[src/sv/iwr_pkg.sv]
// Package for the increasing word rank block: field widths, limits and the
// binomial and offset tables used by the rank sequencer.
// No dependencies.
package iwr_pkg;

  localparam int MAX_LETTERS = 5;
  localparam int LEN_W       = 3;
  localparam int LETTER_W    = 5;
  localparam int RANK_W      = 17;
  localparam int PLACE_W     = 3;

  localparam logic [LETTER_W-1:0] ALPHABET    = 5'd26;
  localparam logic [LETTER_W-1:0] LAST_LETTER = 5'd25;

  typedef logic [LETTER_W-1:0] letter_t;
  typedef logic [LEN_W-1:0]    len_t;
  typedef logic [RANK_W-1:0]   rank_t;
  typedef logic [PLACE_W-1:0]  place_t;

  // C(n,2), C(n,3), C(n,4) for n = 0 .. 25
  localparam rank_t CHOOSE2 [26] = '{
    17'd0, 17'd0, 17'd1, 17'd3, 17'd6, 17'd10, 17'd15, 17'd21, 17'd28, 17'd36,
    17'd45, 17'd55, 17'd66, 17'd78, 17'd91, 17'd105, 17'd120, 17'd136, 17'd153,
    17'd171, 17'd190, 17'd210, 17'd231, 17'd253, 17'd276, 17'd300};

  localparam rank_t CHOOSE3 [26] = '{
    17'd0, 17'd0, 17'd0, 17'd1, 17'd4, 17'd10, 17'd20, 17'd35, 17'd56, 17'd84,
    17'd120, 17'd165, 17'd220, 17'd286, 17'd364, 17'd455, 17'd560, 17'd680,
    17'd816, 17'd969, 17'd1140, 17'd1330, 17'd1540, 17'd1771, 17'd2024, 17'd2300};

  localparam rank_t CHOOSE4 [26] = '{
    17'd0, 17'd0, 17'd0, 17'd0, 17'd1, 17'd5, 17'd15, 17'd35, 17'd70, 17'd126,
    17'd210, 17'd330, 17'd495, 17'd715, 17'd1001, 17'd1365, 17'd1820, 17'd2380,
    17'd3060, 17'd3876, 17'd4845, 17'd5985, 17'd7315, 17'd8855, 17'd10626,
    17'd12650};

  // Binomial coefficient C(n,k) for n up to 25 and k up to 4
  function automatic rank_t choose(input letter_t n, input len_t k);
    rank_t r;
    r = '0;
    if (n <= LAST_LETTER) begin
      case (k)
        3'd0:    r = rank_t'(1);
        3'd1:    r = rank_t'(n);
        3'd2:    r = CHOOSE2[n];
        3'd3:    r = CHOOSE3[n];
        3'd4:    r = CHOOSE4[n];
        default: r = '0;
      endcase
    end
    return r;
  endfunction

  // Number of increasing words shorter than the given length, plus one
  function automatic rank_t shorter_count(input len_t len);
    rank_t r;
    case (len)
      3'd1:    r = 17'd0;
      3'd2:    r = 17'd26;
      3'd3:    r = 17'd351;
      3'd4:    r = 17'd2951;
      3'd5:    r = 17'd17901;
      default: r = 17'd0;
    endcase
    // 1-based rank
    return r + rank_t'(1);
  endfunction

endpackage

[src/sv/increasing_word_rank.sv]
// Increasing word rank: one shared adder and binomial table under a small
// sequencer that walks every skipped letter of every place.
// An increasing word is ranked in the RUN state; a word that is not increasing,
// has a letter outside the alphabet or has a bad length goes straight to DONE
// with rank zero. One word at a time: the next is taken the cycle after the
// result is transferred.
// Reset (rst, synchronous) returns the sequencer to idle and drops out_valid.
module increasing_word_rank (
  input  logic                          clk,
  input  logic                          rst,
  input  logic                          in_valid,
  output logic                          in_stall,
  input  logic [iwr_pkg::LEN_W-1:0]     word_length,
  input  logic [iwr_pkg::LETTER_W-1:0]  letter_first,
  input  logic [iwr_pkg::LETTER_W-1:0]  letter_second,
  input  logic [iwr_pkg::LETTER_W-1:0]  letter_third,
  input  logic [iwr_pkg::LETTER_W-1:0]  letter_fourth,
  input  logic [iwr_pkg::LETTER_W-1:0]  letter_fifth,
  output logic                          out_valid,
  input  logic                          out_stall,
  output logic [iwr_pkg::RANK_W-1:0]    word_rank
);

  typedef enum logic [1:0] {IDLE, RUN, DONE} state_t;

  state_t                state;
  iwr_pkg::letter_t      letters [iwr_pkg::MAX_LETTERS];
  iwr_pkg::len_t         len;
  iwr_pkg::place_t       place;
  iwr_pkg::letter_t      x;
  iwr_pkg::rank_t        rank;

  iwr_pkg::letter_t      in_letters [iwr_pkg::MAX_LETTERS];
  logic                  word_ok;
  iwr_pkg::letter_t      cur;
  iwr_pkg::len_t         rest;
  iwr_pkg::rank_t        term;

  assign in_letters[0] = letter_first;
  assign in_letters[1] = letter_second;
  assign in_letters[2] = letter_third;
  assign in_letters[3] = letter_fourth;
  assign in_letters[4] = letter_fifth;

  // Length in range, used letters in the alphabet and strictly increasing
  always_comb begin
    word_ok = (word_length != '0) &&
              (word_length <= iwr_pkg::len_t'(iwr_pkg::MAX_LETTERS));
    for (int i = 0; i < iwr_pkg::MAX_LETTERS; i++) begin
      if ((iwr_pkg::len_t'(i) < word_length) && (in_letters[i] >= iwr_pkg::ALPHABET))
        word_ok = 1'b0;
      if (i + 1 < iwr_pkg::MAX_LETTERS) begin
        if ((iwr_pkg::len_t'(i + 1) < word_length) &&
            (in_letters[i] >= in_letters[i + 1]))
          word_ok = 1'b0;
      end
    end
  end

  assign cur  = letters[place];
  assign rest = len - 3'd1 - iwr_pkg::len_t'(place);
  assign term = iwr_pkg::choose(iwr_pkg::LAST_LETTER - x, rest);

  assign in_stall  = (state != IDLE);
  assign out_valid = (state == DONE);
  assign word_rank = rank;

  always_ff @(posedge clk) begin
    if (rst) begin
      state <= IDLE;
    end else begin
      case (state)
        IDLE: begin
          if (in_valid) begin
            letters <= in_letters;
            len     <= word_length;
            place   <= '0;
            x       <= '0;
            if (word_ok) begin
              rank  <= iwr_pkg::shorter_count(word_length);
              state <= RUN;
            end else begin
              rank  <= '0;
              state <= DONE;
            end
          end
        end
        RUN: begin
          if (x < cur) begin
            // add the words that continue from a skipped letter
            rank <= rank + term;
            x    <= x + 5'd1;
          end else if (iwr_pkg::len_t'(place) == len - 3'd1) begin
            state <= DONE;
          end else begin
            place <= place + 3'd1;
            x     <= cur + 5'd1;
          end
        end
        DONE: begin
          if (!out_stall)
            state <= IDLE;
        end
        default: state <= IDLE;
      endcase
    end
  end

endmodule

[config.mk]
export PLATFORM = sky130hd
export DESIGN_NAME = increasing_word_rank
export DESIGN_NICKNAME = d
export VERILOG_FILES = /design/src/sv/iwr_pkg.sv /design/src/sv/increasing_word_rank.sv
export SDC_FILE = /design/constraint.sdc
export NUM_CORES = 1
export LEC_CHECK = 0
export CORE_MARGIN = 3
export CORE_UTILIZATION = 25
export CTS_BUF_LIST = sky130_fd_sc_hd__clkbuf_16
export DETAILED_ROUTE_END_ITERATION = 8
export DONT_BUFFER_PORTS = 1
export MAX_ROUTING_LAYER = met4
export PLACE_DENSITY = 0.38
export SLEW_MARGIN = 10
export SYNTH_ARGS = -nofsm -noshare
export SYNTH_HDL_FRONTEND = slang
export SYNTH_SLANG_ARGS = --single-unit
[constraint.sdc]
create_clock -name clk -period 4.7 [get_ports clk]
set_input_delay 0.94 -clock clk [delete_from_list [all_inputs] [get_ports clk]]
set_output_delay 0.94 -clock clk [all_outputs]
set_load 0.01 [all_outputs]
# Word level (Yosys, flattened, before mapping)
# Memories as Yosys holds them, arrays and structs flattened.
# Cells that the tools add are included.
# classes
addsub	8
n_mux	43
bitwise_logic	3
eq_ne	18
n_lt_le_gt_ge	19
n_reduce_logical	20
# op_table
op	n
$mux 17	14
$pmux 17 s5	1
$pmux 15 s4	1
$pmux 17 s2	1
$ge 5x5->1 const B	5
$mux 5	5
$ge 5x5->1	4
$add 17x1->17 const B	1
$add 17x17->17	1
$bmux 5 s3	1
$eq 3x2->1 const B	4
$ne 2x2->1 const B	6
$reduce_and 4->1	3
$add 5x1->5 const B	2
$logic_and 1x1->1	10
$mux 2	5
$pmux 5 s2	1
$eq 3x3->1 const B	3
$mux 1	9
$mux 3	3
$ge 6x6->1 const B	1
$lt 1x3->1 const A	2
$lt 2x3->1 const A	2
$not 5->6	1
24 further kinds	25
# word_totals
word_cells	124
input_bits	32
register_bits	55
rom_bits	1632
output_inout_bits	19
memories	3
# memory_table
name	depth	word_bits	rd	rd_ports_with_merged_regs	write_ports	line_no	text
(no name shown)	32	17	1	0	0	iwr_pkg.sv:47	3'd4: r = CHOOSE4[n];
(no name shown)	32	17	1	0	0	iwr_pkg.sv:46	3'd3: r = CHOOSE3[n];
(no name shown)	32	17	1	0	0	iwr_pkg.sv:45	3'd2: r = CHOOSE2[n];

# Logic depth before layout (Yosys ltp)
# logic_depth
word_depth	19
depth_mapped	21
depth_no_buf	19

# Worst setup path before layout
# No wires, ideal clock.
# synth_path
path_type	register to register
start	register x[1]
end	register rank[14] (netlist: word_rank[14]), data pin
path_buffers	4
t_arrival_ns	4.092
path_stages_with_launch	21
synth_period_minus_slack_ns	4.358
t_required_ns	4.434
slack_ns	0.342
setup_time_ns	0.266
cell_sequence	edfxtp_1 > clkbuf_1 > inv_1 > ha_1 > clkbuf_1 > clkbuf_1 > clkbuf_1 > nand3_1 > nand2_1 > a21oi_1 > nor3_1 > ha_1 > inv_1 > fa_1 > nand2b_1 > a211oi_1 > o211ai_1 > a21oi_1 > a21oi_1 > mux2i_1 > o211ai_1
# synth_via
elab_chain_cells	10
elab_cells_between_ends	17
classes_between	2 x add/sub; 1 x order compare; 10 x mux; 1 x bitwise; 3 x memory
# synth_lines
element	line_no	text
start: declaration	increasing_word_rank.sv:30	iwr_pkg::letter_t x;
start signal: assignment	increasing_word_rank.sv:92	x <= x + 5'd1;
start signal: assignment	increasing_word_rank.sv:97	x <= cur + 5'd1;
$sub 5x5->5 *	increasing_word_rank.sv:62	assign term = iwr_pkg::choose(iwr_pkg::LAST_LETTER - x, rest);
$not 5->6 (implied by the code)	iwr_pkg.sv:45, iwr_pkg.sv:46, iwr_pkg.sv:47	
$mem_v2 32x17 (on tied branches)	n/a	
$mux 17 (on tied branches) (2 in series)	iwr_pkg.sv:47, iwr_pkg.sv:45, iwr_pkg.sv:46	
$pmux 17 s5	iwr_pkg.sv:42	case (k)
$mux 17 *	iwr_pkg.sv:41	if (n <= LAST_LETTER) begin
$add 17x17->17 *	increasing_word_rank.sv:91	rank <= rank + term;
$mux 17 *	increasing_word_rank.sv:89	if (x < cur) begin
$pmux 17 s2 *	increasing_word_rank.sv:72	case (state)
end signal: assignment	increasing_word_rank.sv:80	rank <= iwr_pkg::shorter_count(word_length);
end signal: assignment	increasing_word_rank.sv:91	
end: declaration	increasing_word_rank.sv:31	iwr_pkg::rank_t rank;
# Every way passes the cells marked *; elsewhere a longest branch is shown, timed or not. The select of a mux whose other input is x is not followed.
# A chain may end at the register's enable or synchronous reset.

# Worst setup path after layout
# layout_path
start	register len[0]
end	register rank[14] (netlist: word_rank[14]), data pin
# layout_via
elab_chain_cells	8
elab_cells_between_ends	12
classes_between	3 x add/sub; 4 x eq/ne; 4 x mux; 1 x reduce/logical
# layout_lines
element	line_no	text
start: declaration	increasing_word_rank.sv:28	iwr_pkg::len_t len;
start signal: assignment	increasing_word_rank.sv:76	len <= word_length;
$sub 3x1->3 *	increasing_word_rank.sv:61	assign rest = len - 3'd1 - iwr_pkg::len_t'(place);
$sub 3x3->3 *	increasing_word_rank.sv:61	
$eq 3x3->1 (tied with other cells)	iwr_pkg.sv:42	
$pmux 17 s5 *	iwr_pkg.sv:42	
$mux 17 *	iwr_pkg.sv:41	
$add 17x17->17 *	increasing_word_rank.sv:91	
$mux 17 *	increasing_word_rank.sv:89	
$pmux 17 s2 *	increasing_word_rank.sv:72	
# Marked as above.

==> flow_summary.json <==
{
  "synth_edf_count": 53,
  "detail-route-antenna-nets": 0,
  "vias": 4426,
  "clk_latency_ns": 0.30,
  "ys.flop_type": "edfxtp_1",
  "grt_pass1_wl_microns": 24500,
  "required_ns": 4.75,
  "antenna_found_initial": 0,
  "reg2reg_slack_ns": 0.29,
  "synth_fp_nets": 689,
  "dp_hpwl_microns": 11990,
  "critPathMaxStageDelay_ns": 0.44,
  "wirelength_microns": 15480,
  "hold_start": "state[1]",
  "pin_count": 51,
  "vdd_drop_max_uv": 225.6,
  "first_global_vias": 4403,
  "clk_root_buffer_cell": "clkbuf_16",
  "overflow": 0,
  "syn-cell-area_sq_um": 5201,
  "drc": 0,
  "worst_slack_ns": 0.2897,
  "path_cells": "inv_1, ha_1, fa_1, xnor2_2, or3_4, o32ai_1, nand3_1, a31o_2, fa_1, nand2b_1, a211oi_1, o211ai_1, a21oi_1, a21oi_1, mux2i_1, o211ai_1",
  "cp_max_fo": 11,
  "hold_depth": 1,
  "post_synth.cell_area_avg_sq_um": 8.698,
  "path_class": "reg -> reg",
  "skew_ns": 0.01110,
  "cts_buffers": 5,
  "slowest_stage": "fa_1",
  "synth-seq-cells": 55,
  "yosysTopAreaCell": "edfxtp_1",
  "rsz0062_at_grt": "true",
  "detail_route.iter0.violations": 298,
  "viasPerCell": 5.117,
  "crit_buf_inv": 1,
  "path_clk_slew_ns": 0.08,
  "dp_slack_ns": 0.2356,
  "routedWlPerCell_microns": 17.90,
  "critPathLaunchType": "register",
  "drv_slew": 0,
  "netlist-cell-type-count": 66,
  "setup_violations": 0,
  "cp_top_family": "compound AO/OA/AOI/OAI gates",
  "yosys-top-cells-area": "edfxtp_1 31%, ha_1 14%, a21oi_1 5.4%",
  "yosysSeqAreaShare_pct": 31.37,
  "min_path_type": "reg -> reg",
  "cts_tree": "yes",
  "post-route-period-util_pct": 93.84,
  "end_kind": "register",
  "syn_inst": 598,
  "cap_violations": 0,
  "yosys_warnings": 0,
  "hold_viol_final": 0,
  "die_h_microns": 150.2,
  "cts_max_path_buffers": 2,
  "period_needed_ns": 4.410,
  "final_core_util_pct": 28.31,
  "synth_top_cells_by_count": "57 x ha_1, 56 x a21oi_1, 53 x edfxtp_1",
  "drive_gt1_share_pct": 7.899,
  "worstReg2RegStart": "len[0]",
  "relSlewSlack_pct": 28.64,
  "power.density_nw_per_um2": 276.7,
  "gp_congestion": 0.8864,
  "rows": 52,
  "r2r_end": "word_rank[14]",
  "status": "completed",
  "worst_pin_slew_ns": 1.070,
  "startpoint": "len[0]",
  "leakagePower_nw": 2.255,
  "ctsHoldBuffers": 0,
  "clkSinkCount": 55,
  "grt_max_degree": 31,
  "synth.most_common_cell": "ha_1",
  "final_net_count": 686,
  "antenna_cells": 0,
  "die_area_sq_um": 22570,
  "synth_top_area_share_pct": 30.60,
  "gr-usage-all-layers_pct": 14.16,
  "io_buffer_count": 0,
  "coreArea_sq_um": 20360,
  "first_pass_iters": 5,
  "holdPathEnd": "state[1]",
  "htree_levels": 2,
  "r2r_cells": 16,
  "start_util_pct": 25.54,
  "ys_async_sr_fraction_pct": 0,
  "chipWidth_microns": 150.2,
  "timing.fmax_mhz": 226.7,
  "arrival_ns": 4.46,
  "synthToLayoutAreaGrowth_pct": 10.85
}
flip-flops by register name, indices dropped and copies added, names as in the netlist:
register	count
letters	25
len	3
place	3
word_rank	17
state	2
x	5
kinds of logic after synthesis:
| logic type | after synthesis | synth area share [%] |
|---|---|---|
| multiplexers | 16 | 3.103 |
| buffers and inverters | 74 | 5.605 |
| flip-flops | 55 | 31.37 |
| AND/OR/NAND/NOR | 166 | 15.47 |
| adder cells (fa/ha/maj) | 59 | 14.48 |
| AO/OA/AOI/OAI | 202 | 25.33 |
| XOR/XNOR | 26 | 4.643 |
worst max path at each step:
stage,end,slack [ns],depth (start not counted)
final,word_rank[14],0.29,16
after global placement,word_rank[14],0.32,16
after floorplan,word_rank[14],0.34,20
after detailed placement,word_rank[14],0.24,16
after global routing,word_rank[14],-0.006,16
after CTS,word_rank[14],0.21,16
area by class of cell:
type / instances / area [sq um]
fillers: 2175 / 14600
multi-input cells: 469 / 3299
flip-flops and latches: 55 / 1632
well taps: 270 / 337.8
repair buffers: 24 / 180.2
inverters: 40 / 150.1
clock buffers: 5 / 125.1
clock inverters: 2 / 41.29
through the flow:
step / hold slack (ns) / area, sq um / power [W] / instances / TNS, ns
floorplan: 0.5580 / 5201 / 0.001014 / 598 / 0
global placement: 0.6392 / 5589 / 0.001162 / 858 / 0
detailed placement: 0.6379 / 5589 / 0.001161 / 858 / 0
CTS: 0.6604 / 5756 / 0.001608 / 865 / 0
global route: 0.7108 / 5766 / 0.001699 / 865 / -0.006149
finish: 0.6636 / 5766 / 0.001595 / 865 / 0
layout by cell type (no fill, tap or decap), types with 4 or more instances in the layout:
cell type	netlist	final
clkbuf_16	0	5
o211ai_1	9	9
xnor2_1	16	15
nor3_1	10	10
a21o_1	11	11
nand3_1	13	13
mux2i_1	15	15
o22ai_1	9	9
nor2_1	48	47
nand2_1	42	42
inv_1	40	40
a31oi_1	15	15
buf_4	0	24
and2_1	4	4
nor2b_1	15	15
a211oi_1	14	14
and3_1	4	4
nand2b_1	15	15
o21ai_0	36	36
ha_1	57	57
a22oi_1	5	5
a21oi_1	56	55
xor2_1	9	8
edfxtp_1	53	53
where the power goes:
group | switching (W) | internal (W)
Clock | 0.000187 | 0.000253
Combinational | 0.000342 | 0.000216
Sequential | 0.0000249 | 0.000572
Total | 0.000554 | 0.00104
routing by layer:
metal	global-route usage, %	wire length (microns)	share of wire [%]	vias to the layer above
met4	3.660	190	1.2	0
met1	19.01	7466	48	2101
li1	-	-	-	2204
met2	22.30	7127	46	111
met3	2.348	696	4.5	10
met5	-	0	0	-
timing repair:
action / in CTS / in global routing
endpoints found under the hold margin: 0 / 0
setup endpoints to repair: 0 / 9
buffers inserted: 0 / 0
resized for setup: 0 / 2
worst register-to-register path, delay by kind of cell, from the launching register on:
kind,cells,cell delay [ns]
XOR/XNOR,1,0.26
flip-flops,1,0.35
AO/OA/AOI/OAI,7,1.44
buffers and inverters,1,0.05
AND/OR/NAND/NOR,3,0.74
multiplexers,1,0.15
adder cells (fa/ha/maj),3,1.17
No activity file was read; power rests on OpenSTA's default activity.
